**config.mk**
```make
export PLATFORM = sky130hd
export DESIGN_NAME = uart_command_frame_parser
export DESIGN_NICKNAME = d
export VERILOG_FILES = /design/src/rtl/ucfp_pkg.sv /design/src/rtl/uart_command_frame_parser.sv /design/src/rtl/ucfp_front.sv /design/src/rtl/ucfp_queue.sv /design/src/rtl/ucfp_back.sv
export SDC_FILE = /design/constraint.sdc
export NUM_CORES = 1
export LEC_CHECK = 0
export BUFFER_PORTS_ARGS = -buffer_cell sky130_fd_sc_hd__buf_2
export CORE_MARGIN = 5
export CORE_UTILIZATION = 35
export CTS_BUF_LIST = sky130_fd_sc_hd__clkbuf_8
export CTS_CLUSTER_SIZE = 28
export DETAILED_ROUTE_END_ITERATION = 12
export PLACE_DENSITY = 0.54
export SLEW_MARGIN = 0
export SYNTH_ARGS = -nofsm -noshare
export SYNTH_HDL_FRONTEND = slang
export SYNTH_SLANG_ARGS = --single-unit
export TNS_END_PERCENT = 20
```
**constraint.sdc**
```tcl
create_clock -name aclk -period 3.71 [get_ports aclk]
set_input_delay 0.742 -clock aclk [delete_from_list [all_inputs] [get_ports aclk]]
set_output_delay 0.742 -clock aclk [all_outputs]
set_load 0.005 [all_outputs]
```
**src/rtl/ucfp_pkg.sv**
```systemverilog
// ucfp_pkg: shared types and constants for the uart command frame parser
// holds the byte token format passed from front to back and the queue sizing
// no dependencies

package ucfp_pkg;

    // longest frame in bytes, counting the start byte and the newline
    localparam int MAX_FRAME = 200;
    // frame length counter saturates at MAX_FRAME + 1
    localparam int LEN_W     = $clog2(MAX_FRAME + 2);

    // token queue between front and back
    localparam int QDEPTH = 4;
    localparam int QPTR_W = $clog2(QDEPTH);
    localparam int QCNT_W = $clog2(QDEPTH + 1);

    // byte classes seen by the frame engine
    typedef enum logic [3:0] {
        TK_SPEED,
        TK_MONITOR,
        TK_MANUAL,
        TK_STAR,
        TK_F,
        TK_COMMA,
        TK_NL,
        TK_SPACE,
        TK_PLUS,
        TK_MINUS,
        TK_DIGIT,
        TK_OTHER
    } tok_kind_t;

    typedef struct packed {
        tok_kind_t  kind;
        logic [3:0] digit;
    } token_t;

endpackage

```
**src/rtl/uart_command_frame_parser.sv**
```systemverilog
// uart_command_frame_parser: top level; front classifier, token queue and frame engine
// depends on ucfp_pkg, ucfp_front, ucfp_queue, ucfp_back
//
//  channel | ports                                  | role
//  --------+----------------------------------------+------------------------------
//  in      | s_valid s_ready s_rx_byte              | one uart byte per item
//  out     | m_valid m_ready m_frame_kind m_status  | one result item per frame
//          | m_right_order m_left_order             |
//          | m_verbose_level                        |
//  cfg     | cfg_wr_en cfg_wr_data                  | order limit, written at once
//
// one byte per cycle sustained unless the queue is full; bytes are registered in the queue
// ahead of the frame engine; a frame's result is registered when its newline is processed
// the four-entry token queue lets input keep flowing while a result waits on m_ready
// a newline token waits in the queue only while the output register is still full
// reset (aresetn low, synchronous) empties the queue, returns to hunting for a start
// byte, zeroes the held orders and sets the order limit to 255

module uart_command_frame_parser (
    input  logic              aclk,
    input  logic              aresetn,
    input  logic              cfg_wr_en,
    input  logic [7:0]        cfg_wr_data,
    input  logic              s_valid,
    output logic              s_ready,
    input  logic [7:0]        s_rx_byte,
    output logic              m_valid,
    input  logic              m_ready,
    output logic [1:0]        m_frame_kind,
    output logic [2:0]        m_status,
    output logic signed [8:0] m_right_order,
    output logic signed [8:0] m_left_order,
    output logic [1:0]        m_verbose_level
);
    import ucfp_pkg::*;

    logic   q_full;
    logic   q_push;
    token_t q_push_tok;
    logic   q_pop;
    logic   q_valid;
    token_t q_tok;

    // byte intake and classification
    ucfp_front u_front (
        .s_valid  (s_valid),
        .s_ready  (s_ready),
        .s_rx_byte(s_rx_byte),
        .q_full   (q_full),
        .push     (q_push),
        .push_tok (q_push_tok)
    );

    // token queue
    ucfp_queue u_queue (
        .aclk     (aclk),
        .aresetn  (aresetn),
        .push     (q_push),
        .push_tok (q_push_tok),
        .full     (q_full),
        .pop      (q_pop),
        .pop_valid(q_valid),
        .pop_tok  (q_tok)
    );

    // frame engine and result register
    ucfp_back u_back (
        .aclk           (aclk),
        .aresetn        (aresetn),
        .cfg_wr_en      (cfg_wr_en),
        .cfg_wr_data    (cfg_wr_data),
        .q_valid        (q_valid),
        .q_tok          (q_tok),
        .q_pop          (q_pop),
        .m_valid        (m_valid),
        .m_ready        (m_ready),
        .m_frame_kind   (m_frame_kind),
        .m_status       (m_status),
        .m_right_order  (m_right_order),
        .m_left_order   (m_left_order),
        .m_verbose_level(m_verbose_level)
    );

endmodule

```
**src/rtl/ucfp_front.sv**
```systemverilog
// ucfp_front: accepts uart bytes, drops zero bytes and classifies the rest
// into tokens for the frame engine
// depends on ucfp_pkg

module ucfp_front (
    input  logic                  s_valid,
    output logic                  s_ready,
    input  logic [7:0]            s_rx_byte,
    input  logic                  q_full,
    output logic                  push,
    output ucfp_pkg::token_t      push_tok
);
    import ucfp_pkg::*;

    localparam logic [7:0] CH_SPEED   = 8'h24;
    localparam logic [7:0] CH_MONITOR = 8'h26;
    localparam logic [7:0] CH_MANUAL  = 8'h23;
    localparam logic [7:0] CH_STAR    = 8'h2A;
    localparam logic [7:0] CH_COMMA   = 8'h2C;
    localparam logic [7:0] CH_NL      = 8'h0A;
    localparam logic [7:0] CH_F       = 8'h46;
    localparam logic [7:0] CH_PLUS    = 8'h2B;
    localparam logic [7:0] CH_MINUS   = 8'h2D;
    localparam logic [7:0] CH_SP      = 8'h20;
    localparam logic [7:0] CH_TAB     = 8'h09;
    localparam logic [7:0] CH_CR      = 8'h0D;
    localparam logic [7:0] CH_ZERO    = 8'h30;
    localparam logic [7:0] CH_NINE    = 8'h39;

    assign s_ready   = !q_full;

    // zero bytes are taken but never queued
    assign push = s_valid && !q_full && (s_rx_byte != 8'h00);

    // byte classification
    always_comb begin
        // low nibble holds the digit value for '0' to '9'
        push_tok.digit = s_rx_byte[3:0];
        if (s_rx_byte == CH_SPEED) begin
            push_tok.kind = TK_SPEED;
        end else if (s_rx_byte == CH_MONITOR) begin
            push_tok.kind = TK_MONITOR;
        end else if (s_rx_byte == CH_MANUAL) begin
            push_tok.kind = TK_MANUAL;
        end else if (s_rx_byte == CH_STAR) begin
            push_tok.kind = TK_STAR;
        end else if (s_rx_byte == CH_F) begin
            push_tok.kind = TK_F;
        end else if (s_rx_byte == CH_COMMA) begin
            push_tok.kind = TK_COMMA;
        end else if (s_rx_byte == CH_NL) begin
            push_tok.kind = TK_NL;
        end else if (s_rx_byte == CH_SP || (s_rx_byte >= CH_TAB && s_rx_byte <= CH_CR)) begin
            push_tok.kind = TK_SPACE;
        end else if (s_rx_byte == CH_PLUS) begin
            push_tok.kind = TK_PLUS;
        end else if (s_rx_byte == CH_MINUS) begin
            push_tok.kind = TK_MINUS;
        end else if (s_rx_byte >= CH_ZERO && s_rx_byte <= CH_NINE) begin
            push_tok.kind = TK_DIGIT;
        end else begin
            push_tok.kind = TK_OTHER;
        end
    end

endmodule

```
**src/rtl/ucfp_queue.sv**
```systemverilog
// ucfp_queue: short token fifo that decouples the front from the frame engine
// depends on ucfp_pkg

module ucfp_queue (
    input  logic              aclk,
    input  logic              aresetn,
    input  logic              push,
    input  ucfp_pkg::token_t  push_tok,
    output logic              full,
    input  logic              pop,
    output logic              pop_valid,
    output ucfp_pkg::token_t  pop_tok
);
    import ucfp_pkg::*;

    token_t              mem_reg [QDEPTH];
    logic [QPTR_W-1:0]   wr_ptr_reg;
    logic [QPTR_W-1:0]   rd_ptr_reg;
    logic [QCNT_W-1:0]   count_reg;
    logic [QCNT_W-1:0]   count_next;
    logic                do_pop;

    assign full      = (count_reg == QCNT_W'(QDEPTH));
    assign pop_valid = (count_reg != '0);
    assign pop_tok   = mem_reg[rd_ptr_reg];
    assign do_pop    = pop && pop_valid;

    always_comb begin
        count_next = count_reg;
        if (push && !do_pop) begin
            count_next = count_reg + 1'b1;
        end else if (do_pop && !push) begin
            count_next = count_reg - 1'b1;
        end
    end

    // pointers and fill count
    always_ff @(posedge aclk) begin
        if (!aresetn) begin
            wr_ptr_reg <= '0;
            rd_ptr_reg <= '0;
            count_reg  <= '0;
        end else begin
            if (push) begin
                wr_ptr_reg <= wr_ptr_reg + 1'b1;
            end
            if (do_pop) begin
                rd_ptr_reg <= rd_ptr_reg + 1'b1;
            end
            count_reg <= count_next;
        end
    end

    // entry storage
    always_ff @(posedge aclk) begin
        if (push) begin
            mem_reg[wr_ptr_reg] <= push_tok;
        end
    end

endmodule

```
**src/rtl/ucfp_back.sv**
```systemverilog
// ucfp_back: frame engine; tracks the open frame, checksum and both numbers,
// and builds one result item per completed frame into an output register
// depends on ucfp_pkg

module ucfp_back (
    input  logic              aclk,
    input  logic              aresetn,
    input  logic              cfg_wr_en,
    input  logic [7:0]        cfg_wr_data,
    input  logic              q_valid,
    input  ucfp_pkg::token_t  q_tok,
    output logic              q_pop,
    output logic              m_valid,
    input  logic              m_ready,
    output logic [1:0]        m_frame_kind,
    output logic [2:0]        m_status,
    output logic signed [8:0] m_right_order,
    output logic signed [8:0] m_left_order,
    output logic [1:0]        m_verbose_level
);
    import ucfp_pkg::*;

    localparam logic [1:0] KIND_SPEED   = 2'd0;
    localparam logic [1:0] KIND_MONITOR = 2'd1;
    localparam logic [1:0] KIND_MANUAL  = 2'd2;

    localparam logic [2:0] ST_OK       = 3'd0;
    localparam logic [2:0] ST_BAD_SUM  = 3'd1;
    localparam logic [2:0] ST_RANGE    = 3'd2;
    localparam logic [2:0] ST_NO_COMMA = 3'd3;
    localparam logic [2:0] ST_TOO_LONG = 3'd4;

    localparam logic [11:0] MAG_SAT = 12'd255;

    typedef enum logic [1:0] {FT_HUNT, FT_SPEED, FT_MONITOR, FT_MANUAL} frame_type_t;
    typedef enum logic [2:0] {CK_NONE, CK_STAR, CK_F1, CK_F2, CK_BAD} check_t;
    typedef enum logic [2:0] {
        PH_WS, PH_PLUS, PH_MINUS, PH_DPOS, PH_DNEG, PH_ENDPOS, PH_ENDNEG, PH_IDLE
    } phase_t;

    typedef struct packed {
        phase_t     phase;
        logic [7:0] mag;
    } num_t;

    // atoi-style number tracker, one token per call
    function automatic num_t feed_number(num_t cur, token_t tok);
        num_t        res;
        logic [11:0] acc;
        logic        digit;
        begin
            res   = cur;
            digit = (tok.kind == TK_DIGIT);
            acc   = 12'(cur.mag) * 12'd10 + 12'(tok.digit);
            case (cur.phase)
                PH_WS: begin
                    if (tok.kind == TK_SPACE) begin
                        res.phase = PH_WS;
                    end else if (tok.kind == TK_PLUS) begin
                        res.phase = PH_PLUS;
                    end else if (tok.kind == TK_MINUS) begin
                        res.phase = PH_MINUS;
                    end else if (digit) begin
                        res.phase = PH_DPOS;
                        res.mag   = 8'(tok.digit);
                    end else begin
                        res.phase = PH_ENDPOS;
                    end
                end
                PH_PLUS, PH_MINUS: begin
                    if (digit) begin
                        res.phase = (cur.phase == PH_PLUS) ? PH_DPOS : PH_DNEG;
                        res.mag   = 8'(tok.digit);
                    end else begin
                        res.phase = (cur.phase == PH_PLUS) ? PH_ENDPOS : PH_ENDNEG;
                    end
                end
                PH_DPOS, PH_DNEG: begin
                    if (digit) begin
                        res.mag = (acc > MAG_SAT) ? 8'hFF : acc[7:0];
                    end else begin
                        res.phase = (cur.phase == PH_DPOS) ? PH_ENDPOS : PH_ENDNEG;
                    end
                end
                default: begin
                    res = cur;
                end
            endcase
            return res;
        end
    endfunction

    function automatic logic is_neg(phase_t ph);
        return ph == PH_MINUS || ph == PH_DNEG || ph == PH_ENDNEG;
    endfunction

    function automatic logic signed [8:0] signed_of(num_t n);
        logic signed [8:0] pos;
        begin
            pos = $signed({1'b0, n.mag});
            return is_neg(n.phase) ? -pos : pos;
        end
    endfunction

    // state
    logic [7:0]        limit_reg;
    frame_type_t       ft_reg, ft_next;
    logic [LEN_W-1:0]  len_reg, len_next;
    check_t            ck_reg, ck_next;
    logic              comma_reg, comma_next;
    num_t              first_reg, first_next;
    num_t              second_reg, second_next;
    logic signed [8:0] right_reg, right_next;
    logic signed [8:0] left_reg, left_next;
    logic              m_valid_reg;
    logic [1:0]        kind_reg, kind_next;
    logic [2:0]        status_reg, status_next;
    logic signed [8:0] out_right_reg;
    logic signed [8:0] out_left_reg;
    logic [1:0]        level_reg, level_next;

    logic              out_free;
    logic              take;
    logic              out_load;
    logic              ck_ok;
    num_t              first_fed;
    num_t              second_fed;
    num_t              fresh_num;
    num_t              idle_num;

    assign out_free  = !m_valid_reg || m_ready;
    assign take      = q_valid && (ft_reg == FT_HUNT || q_tok.kind != TK_NL || out_free);
    assign q_pop     = take;
    assign ck_ok     = (ck_reg == CK_F2);
    assign first_fed  = feed_number(first_reg, q_tok);
    assign second_fed = feed_number(second_reg, q_tok);
    assign fresh_num  = '{phase: PH_WS, mag: 8'd0};
    assign idle_num   = '{phase: PH_IDLE, mag: 8'd0};

    assign m_valid         = m_valid_reg;
    assign m_frame_kind    = kind_reg;
    assign m_status        = status_reg;
    assign m_right_order   = out_right_reg;
    assign m_left_order    = out_left_reg;
    assign m_verbose_level = level_reg;

    // per-token frame update
    always_comb begin
        ft_next     = ft_reg;
        len_next    = len_reg;
        ck_next     = ck_reg;
        comma_next  = comma_reg;
        first_next  = first_reg;
        second_next = second_reg;
        right_next  = right_reg;
        left_next   = left_reg;
        kind_next   = kind_reg;
        status_next = ST_OK;
        level_next  = 2'd0;
        out_load    = 1'b0;

        if (take) begin
            if (ft_reg == FT_HUNT) begin
                // hunt for a start byte
                if (q_tok.kind == TK_SPEED || q_tok.kind == TK_MONITOR ||
                    q_tok.kind == TK_MANUAL) begin
                    case (q_tok.kind)
                        TK_SPEED:   ft_next = FT_SPEED;
                        TK_MONITOR: ft_next = FT_MONITOR;
                        default:    ft_next = FT_MANUAL;
                    endcase
                    len_next    = LEN_W'(1);
                    ck_next     = CK_NONE;
                    comma_next  = 1'b0;
                    first_next  = fresh_num;
                    second_next = idle_num;
                end
            end else if (q_tok.kind != TK_NL) begin
                // frame body
                if (len_reg <= LEN_W'(MAX_FRAME)) begin
                    len_next = len_reg + 1'b1;
                end
                case (ck_reg)
                    CK_NONE: ck_next = (q_tok.kind == TK_STAR) ? CK_STAR : CK_NONE;
                    CK_STAR: ck_next = (q_tok.kind == TK_F) ? CK_F1 : CK_BAD;
                    CK_F1:   ck_next = (q_tok.kind == TK_F) ? CK_F2 : CK_BAD;
                    CK_F2:   ck_next = CK_BAD;
                    default: ck_next = CK_BAD;
                endcase
                if (q_tok.kind == TK_COMMA) begin
                    comma_next = 1'b1;
                end
                first_next = first_fed;
                if (second_reg.phase == PH_IDLE) begin
                    if (q_tok.kind == TK_COMMA) begin
                        second_next = fresh_num;
                    end
                end else begin
                    second_next = second_fed;
                end
            end else begin
                // newline closes the frame
                out_load = 1'b1;
                case (ft_reg)
                    FT_SPEED:   kind_next = KIND_SPEED;
                    FT_MONITOR: kind_next = KIND_MONITOR;
                    default:    kind_next = KIND_MANUAL;
                endcase
                if (len_reg >= LEN_W'(MAX_FRAME)) begin
                    // this newline pushes the count past the limit
                    status_next = ST_TOO_LONG;
                end else if (ft_reg == FT_SPEED) begin
                    if (!comma_reg) begin
                        status_next = ST_NO_COMMA;
                    end else if (!ck_ok) begin
                        status_next = ST_BAD_SUM;
                        right_next  = '0;
                        left_next   = '0;
                    end else if (first_reg.mag >= limit_reg ||
                                 second_reg.mag >= limit_reg) begin
                        status_next = ST_RANGE;
                        right_next  = '0;
                        left_next   = '0;
                    end else begin
                        right_next = signed_of(first_reg);
                        left_next  = signed_of(second_reg);
                    end
                end else if (ft_reg == FT_MONITOR) begin
                    if (!ck_ok) begin
                        status_next = ST_BAD_SUM;
                    end else if (!is_neg(first_reg.phase) && first_reg.mag <= 8'd3) begin
                        level_next = first_reg.mag[1:0];
                    end
                end else begin
                    if (!comma_reg) begin
                        status_next = ST_NO_COMMA;
                    end else if (!ck_ok) begin
                        status_next = ST_BAD_SUM;
                    end
                end
                ft_next     = FT_HUNT;
                len_next    = '0;
                ck_next     = CK_NONE;
                comma_next  = 1'b0;
                first_next  = fresh_num;
                second_next = idle_num;
            end
        end
    end

    // frame state, held orders and limit register
    always_ff @(posedge aclk) begin
        if (!aresetn) begin
            limit_reg   <= 8'd255;
            ft_reg      <= FT_HUNT;
            len_reg     <= '0;
            ck_reg      <= CK_NONE;
            comma_reg   <= 1'b0;
            first_reg   <= '{phase: PH_WS, mag: 8'd0};
            second_reg  <= '{phase: PH_IDLE, mag: 8'd0};
            right_reg   <= '0;
            left_reg    <= '0;
            m_valid_reg <= 1'b0;
        end else begin
            if (cfg_wr_en) begin
                limit_reg <= cfg_wr_data;
            end
            ft_reg     <= ft_next;
            len_reg    <= len_next;
            ck_reg     <= ck_next;
            comma_reg  <= comma_next;
            first_reg  <= first_next;
            second_reg <= second_next;
            right_reg  <= right_next;
            left_reg   <= left_next;
            if (out_load) begin
                m_valid_reg <= 1'b1;
            end else if (m_ready) begin
                m_valid_reg <= 1'b0;
            end
        end
    end

    // output register payload
    always_ff @(posedge aclk) begin
        if (out_load) begin
            kind_reg      <= kind_next;
            status_reg    <= status_next;
            out_right_reg <= right_next;
            out_left_reg  <= left_next;
            level_reg     <= level_next;
        end
    end

    // a result appears only after a newline closed an open frame
    a_result_from_newline: assert property (@(posedge aclk) disable iff (!aresetn)
        $rose(m_valid_reg) |-> $past(take && q_tok.kind == TK_NL && ft_reg != FT_HUNT))
        else $error("result without a closing newline");

    // an accepted speed frame stays inside the limit
    a_speed_in_range: assert property (@(posedge aclk) disable iff (!aresetn)
        out_load && ft_reg == FT_SPEED && status_next == ST_OK |->
            first_reg.mag < limit_reg && second_reg.mag < limit_reg)
        else $error("accepted speed order beyond the limit");

    // verbose level only on monitor frames
    a_level_monitor_only: assert property (@(posedge aclk) disable iff (!aresetn)
        m_valid_reg && level_reg != 2'd0 |-> kind_reg == KIND_MONITOR && status_reg == ST_OK)
        else $error("verbose level on a non-monitor result");

    // length counter never passes its saturation point
    a_len_bound: assert property (@(posedge aclk) disable iff (!aresetn)
        len_reg <= LEN_W'(MAX_FRAME + 1) && (ft_reg != FT_HUNT || len_reg == '0))
        else $error("frame length counter out of range");

endmodule

```
* After elaboration in Yosys (flattened, before gate mapping)
Memory sizes are Yosys's and may differ from the RTL's. A register that Yosys moved wholly into a read port is not among the register bits.
Cells that the tools add are included.
** Cells by class
- Add/subtract/negate cells :: 9
- $mul :: 2
- Divide/modulo/power cells :: 0
- Order comparisons :: 11
- Equality and inequality tests :: 54
- Shifts and indexed selects :: 0
- Muxes and demuxes :: 104
- Bitwise gates (word level) :: 6
- Reductions and logical operators :: 50
** Operator list (count)
- $mux W9 :: 18
- $mux W8 :: 16
- $mux W11 :: 8
- $mux W3 :: 22
- $pmux W11 S3 :: 2
- $eq A8 B6 Y1 const B :: 8
- $mux W4 :: 10
- $ne A5 B4 Y1 const B :: 6
- $ne A4 B3 Y1 const B :: 7
- $add A12 B4 Y12 :: 2
- $gt A12 B8 Y1 const B :: 2
- $mul A8 B3 Y11 const B :: 2
- $mux W2 :: 11
- $eq A3 B2 Y1 const B :: 6
- $eq A3 B3 Y1 const B :: 6
- $neg A8 Y9 :: 2
- $ge A8 B8 Y1 :: 2
- $mux W1 :: 14
- $eq A4 B3 Y1 const B :: 3
- $eq A4 B4 Y1 const B :: 3
- $logic_or A1 B1 Y1 :: 11
- $eq A3 B1 Y1 const B :: 3
- $logic_and A1 B1 Y1 :: 9
- $logic_not A3 Y1 :: 3
- 40 further kinds :: 60
** Word-level totals
- Register bits :: 95
- Latch bits :: 0
- Bits in writable memories :: 32
- Memory bits (read-only) :: 0
- Bits of input ports :: 21
- Output and inout bits :: 27
- Word-level logic and storage cells :: 258
- Memories :: 1
** Memories
- u_queue.mem_reg :: words 4, width 8, rd ports 1, clocked after memory_dff 1, write ports 1, RTL line ucfp_queue.sv:16 : token_t mem_reg [QDEPTH];

* Longest topological paths before layout
- Depth in word-level cells :: 13
- Depth in mapped cells :: 12
- Depth with buffers taken out :: 11

* Modules after synthesis
From an unflattened synthesis, not the netlist that was laid out.
** Unflattened totals
- Cells, all modules :: 809
- Area, all modules :: 7749.9 sq um
** By module, submodules not included
- ucfp_back :: instances 1, cells each 681, area an instance 5844.4 sq um
- ucfp_queue :: instances 1, cells each 85, area an instance 1627.8 sq um
- ucfp_front :: instances 1, cells each 43, area an instance 277.8 sq um

* Least setup slack after synthesis
Ideal clock, no wire load.
- Path type :: flip-flop to flip-flop
- Start :: register with a tool-made name
- End :: register u_back.level_reg[0], in the netlist u_back.m_verbose_level[0] (data pin)
- Setup time :: 0.176 ns
- Data arrival time :: 2.779 ns
- Slack :: 0.755 ns
- Cell stages (with the launch flop) :: 8
- Buffers on the path :: 1
- Clock period less this slack :: 2.955 ns
- Cells stage by stage :: dfxtp_1 -> buf_6 -> mux4_2 -> nand4bb_4 -> or4b_4 -> inv_1 -> nand2_1 -> nor4_1
** RTL lines
- end signal: assignment :: RTL line ucfp_back.sv:291 : level_reg <= level_next;
- end: declaration :: RTL line ucfp_back.sv:120 : logic [1:0] level_reg, level_next;

==> run summary <==
The clock net in this run drives a total of 129 sinks. The post-route minimum period was 3.29 ns. Setup violations remaining at the end of the flow were counted as 0. Dividing the detail-routed wire length by the instance count gives 15.5 um. The worst setup path is launched from a register.

After synthesis, the most frequently instantiated cells are nand2_1 (97), nor2_1 (74), a21oi_1 (72), dfxtp_1 (72), ha_1 (58). The run gives 0 as the sum of overflow across all layers after global routing. Timing would allow up to 304 MHz. Post-CTS timing repair inserted 0 buffers for setup. Gates resized during post-CTS repair numbered 0. The logs give 35.7% for the initial standard-cell utilization of the core and 0 for the number of buffers inserted by hold repair at cts. The clock network accounts for 30.5% of the total power.

The most critical setup path has its endpoint at u_back.first_reg[4]. The tools report the initial antenna violation count as 0. The final layout contains 959 nets.

The number of buffers created by CTS was 17; the clock latency on the worst-skew pair was 0.44 ns. Total inserted antenna cells: 0. The number of global-route vias before repair is 5,913. Synthesis produced a netlist whose cell count is 827.

STA classifies the critical path endpoint as a register. The register with the most flip-flops in the layout has 32 of them. The synthesis-stage register bit count was 129.

For this design the top-level I/O count stands at 48. Port buffering added 47 buffers. The ratio of cells with drive above 1 in the final layout was 14.0%. TritonCTS built the clock tree. In this run the static leakage power is 3.42 nW.

Internal reg-to-reg setup slack: 0.42 ns. Yosys instantiated no cell more often than nand2_1. The net switching power came out at 0.00140 W.

The tree is rooted in a clkbuf_8. Adding up every negative setup slack in the final design gives 0 ns. The area enclosed by the die boundary was 0.0254 sq mm.

The worst setup path is of the reg -> reg kind. The internal cell power is 0.00274 W. The run gives 2 as the worst-case clock buffer depth.

The dominant synthesized flop cell was dfxtp_1. Of the synthesized area, sequential elements account for 40.3%. The type of the worst min-delay path is reg -> reg. The tools report the endpoint of the lowest-slack register-to-register path as u_back.first_reg[4]. Counting flops with a built-in enable in the synthesized netlist gives 57. Share of async-settable or async-resettable flops after synthesis: 0%.

Average cell area after synthesis: 9.46 sq um. Across the VDD grid, the largest voltage drop is 0.232 mV. Data arrival time of the critical path: 3.62 ns. The count of distinct cell types in the synthesized netlist was 79. Clock-pin slew was measured on the worst setup and hold paths at 0.07 ns.

The H-tree was split into 4 levels. The run gives 18.2 mm as the final routed wirelength across all metal layers. Across the run, the number of max-cap violations was 0. The run gives 911 as the net count after synthesis. Entering global routing, the biggest net connects 41 pins.

The final critical path takes up 88.7% of the cycle. In this run the worst path has a maximum fanout of 12. Across all layers, the routed design uses 6,141 vias.

The tools report the worst setup slack after placement as 0.419 ns. The logs give 54 for the number of placement rows and 4.03 ns for the critical path required time. The run gives 40.4% as the sequential share of power. Detailed-router iteration count before antenna repair: 5. The max-slew violation count came out at 0. For the pin with the worst max-slew slack, the measured transition is 0.758 ns.

Global routing used 14.2% of the available tracks across all layers. The combinational group share of total power was 29.1%. For the total design power, the log shows 0.00414 W. The flow ran to the end, and the final reports show no timing, DRC or antenna violations. Net switching is 33.9% of the power. The number of cells on the worst reg-to-reg path is 10. For this block, the initial DRC count from the detailed router was 352.

The headroom to the max-slew limit was 49.4%; the area growth from synthesis to layout was 12.4%. Post-synthesis cell type with the largest combined area: edfxtp_1. The area of the placeable core was 0.0219 sq mm; the final count of hold timing violations was 0. In the routed design, unresolved DRC markers number 0. For the final database, setup skew stands at 0.0133 ns. The global-route wire length before repair is 30.3 mm, and the smallest hold slack is 0.459 ns. Estimated wirelength of the detail-placed design: 13.2 mm. In the post-route analysis, the smallest setup slack over all paths is 0.419 ns.

The power density over the cells was 471 mW/mm^2; the floorplan die width was 160 um. The top cell type by area accounts for 21.9% of the synthesized area. Using the TritonRoute via totals, the vias-per-cell ratio works out to 5.26. The Yosys step of the flow raised 0 warnings.

The run gives 1,168 as the number of standard cells in the final layout excluding fillers. The last weighted congestion value of the routability-driven placer was 0.813. Setup repair after global routing left no endpoint under its margin. Once placement completed, the tool counted placed cells totaling 1,136. Height of the chip: 160 um. In this run the cell area of the synthesized design comes to 0.00782 sq mm. Launch point of the worst hold path: u_back.left_reg[3]. Ranked by total cell area, the synthesized netlist is headed by edfxtp_1 (22%), dfxtp_1 (18%), ha_1 (9.3%). The tools report the remaining antenna violation count after routing as 0.
## worst max-delay path: stages, from the launching register on
cell and delay [ns]:
dfxtp_1 0.63, mux4_1 0.70, ha_1 0.30, a21o_1 0.18, a21oi_1 0.31, nor4b_1 0.12
and3b_1 0.18, o211ai_1 0.18, buf_4 0.19, nor3_1 0.06, o41ai_1 0.34
## worst min path at each step
stage                          endpoint  slack [ns]  cells past startpoint
floorplan             u_back.len_reg[7]        0.43                      2
global placement    u_back.right_reg[1]        0.45                      2
detailed placement   u_back.left_reg[3]        0.45                      2
CTS                  u_back.left_reg[3]        0.46                      2
global route         u_back.left_reg[3]        0.48                      2
finish               u_back.left_reg[3]        0.46                      2
## through the flow
step           utilization [%]  area, sq um
2_1_floorplan                -         7820
3_3_place_gp              38.3         8390
3_5_place_dp              38.3         8390
4_1_cts                   40.2         8790
5_1_grt                   40.2         8790
6_report                  40.2         8790
## per-layer routing
| metal | vias to the layer above | GRT usage [%] | share of wire, % |
|---|---|---|---|
| li1 | 3136 | - | - |
| met1 | 2857 | 19.3 | 49 |
| met2 | 131 | 22.8 | 45 |
| met3 | 17 | 3.03 | 4.2 |
| met4 | 0 | 4.50 | 1.3 |
| met5 | - | 0 | 0 |
## cells in the final DEF (no fill, tap or decap), types with 23 or more instances in the layout
cell	synthesis	routed
a21oi_1	72	72
buf_2	3	47
buf_4	1	23
dfxtp_1	72	72
edfxtp_1	57	57
ha_1	58	58
inv_1	41	45
nand2_1	97	97
nor2_1	74	74
xnor2_1	26	26
## cell families (layout without fill, tap and decap cells)
group,after synthesis,in the layout,share of synthesized area (%)
AOI/OAI and AO/OA,198,198,16.6
xor gates and xnor gates,38,38,4.25
adders and majority gates,64,64,10.7
buffers and inverters,82,143,4.48
DFF,129,129,40.3
muxes,16,16,3.65
and+or+nand+nor,300,300,20.0
## area by class of cell
cell class / instances / area [sq um]
Clock buffer: 19 / 262
Clock inverter: 13 / 145
Fill cell: 2205 / 13100
Inverter: 41 / 154
Multi-Input combinational cell: 616 / 4320
Sequential cell: 129 / 3150
Tap cell: 280 / 350
Timing Repair Buffer: 70 / 408
## power groups by stage
stage | registers [W] | clock network [W] | logic, W
3_5_place_dp | 0.00171 | 0 | 0.00120
6_report | 0.00168 | 0.00126 | 0.00120
2_1_floorplan | 0.00166 | 0 | 0.000933
3_3_place_gp | 0.00171 | 0 | 0.00120
5_1_grt | 0.00169 | 0.00136 | 0.00134
4_1_cts | 0.00168 | 0.00130 | 0.00120
Note: power is estimated with default switching activity, not from simulation.
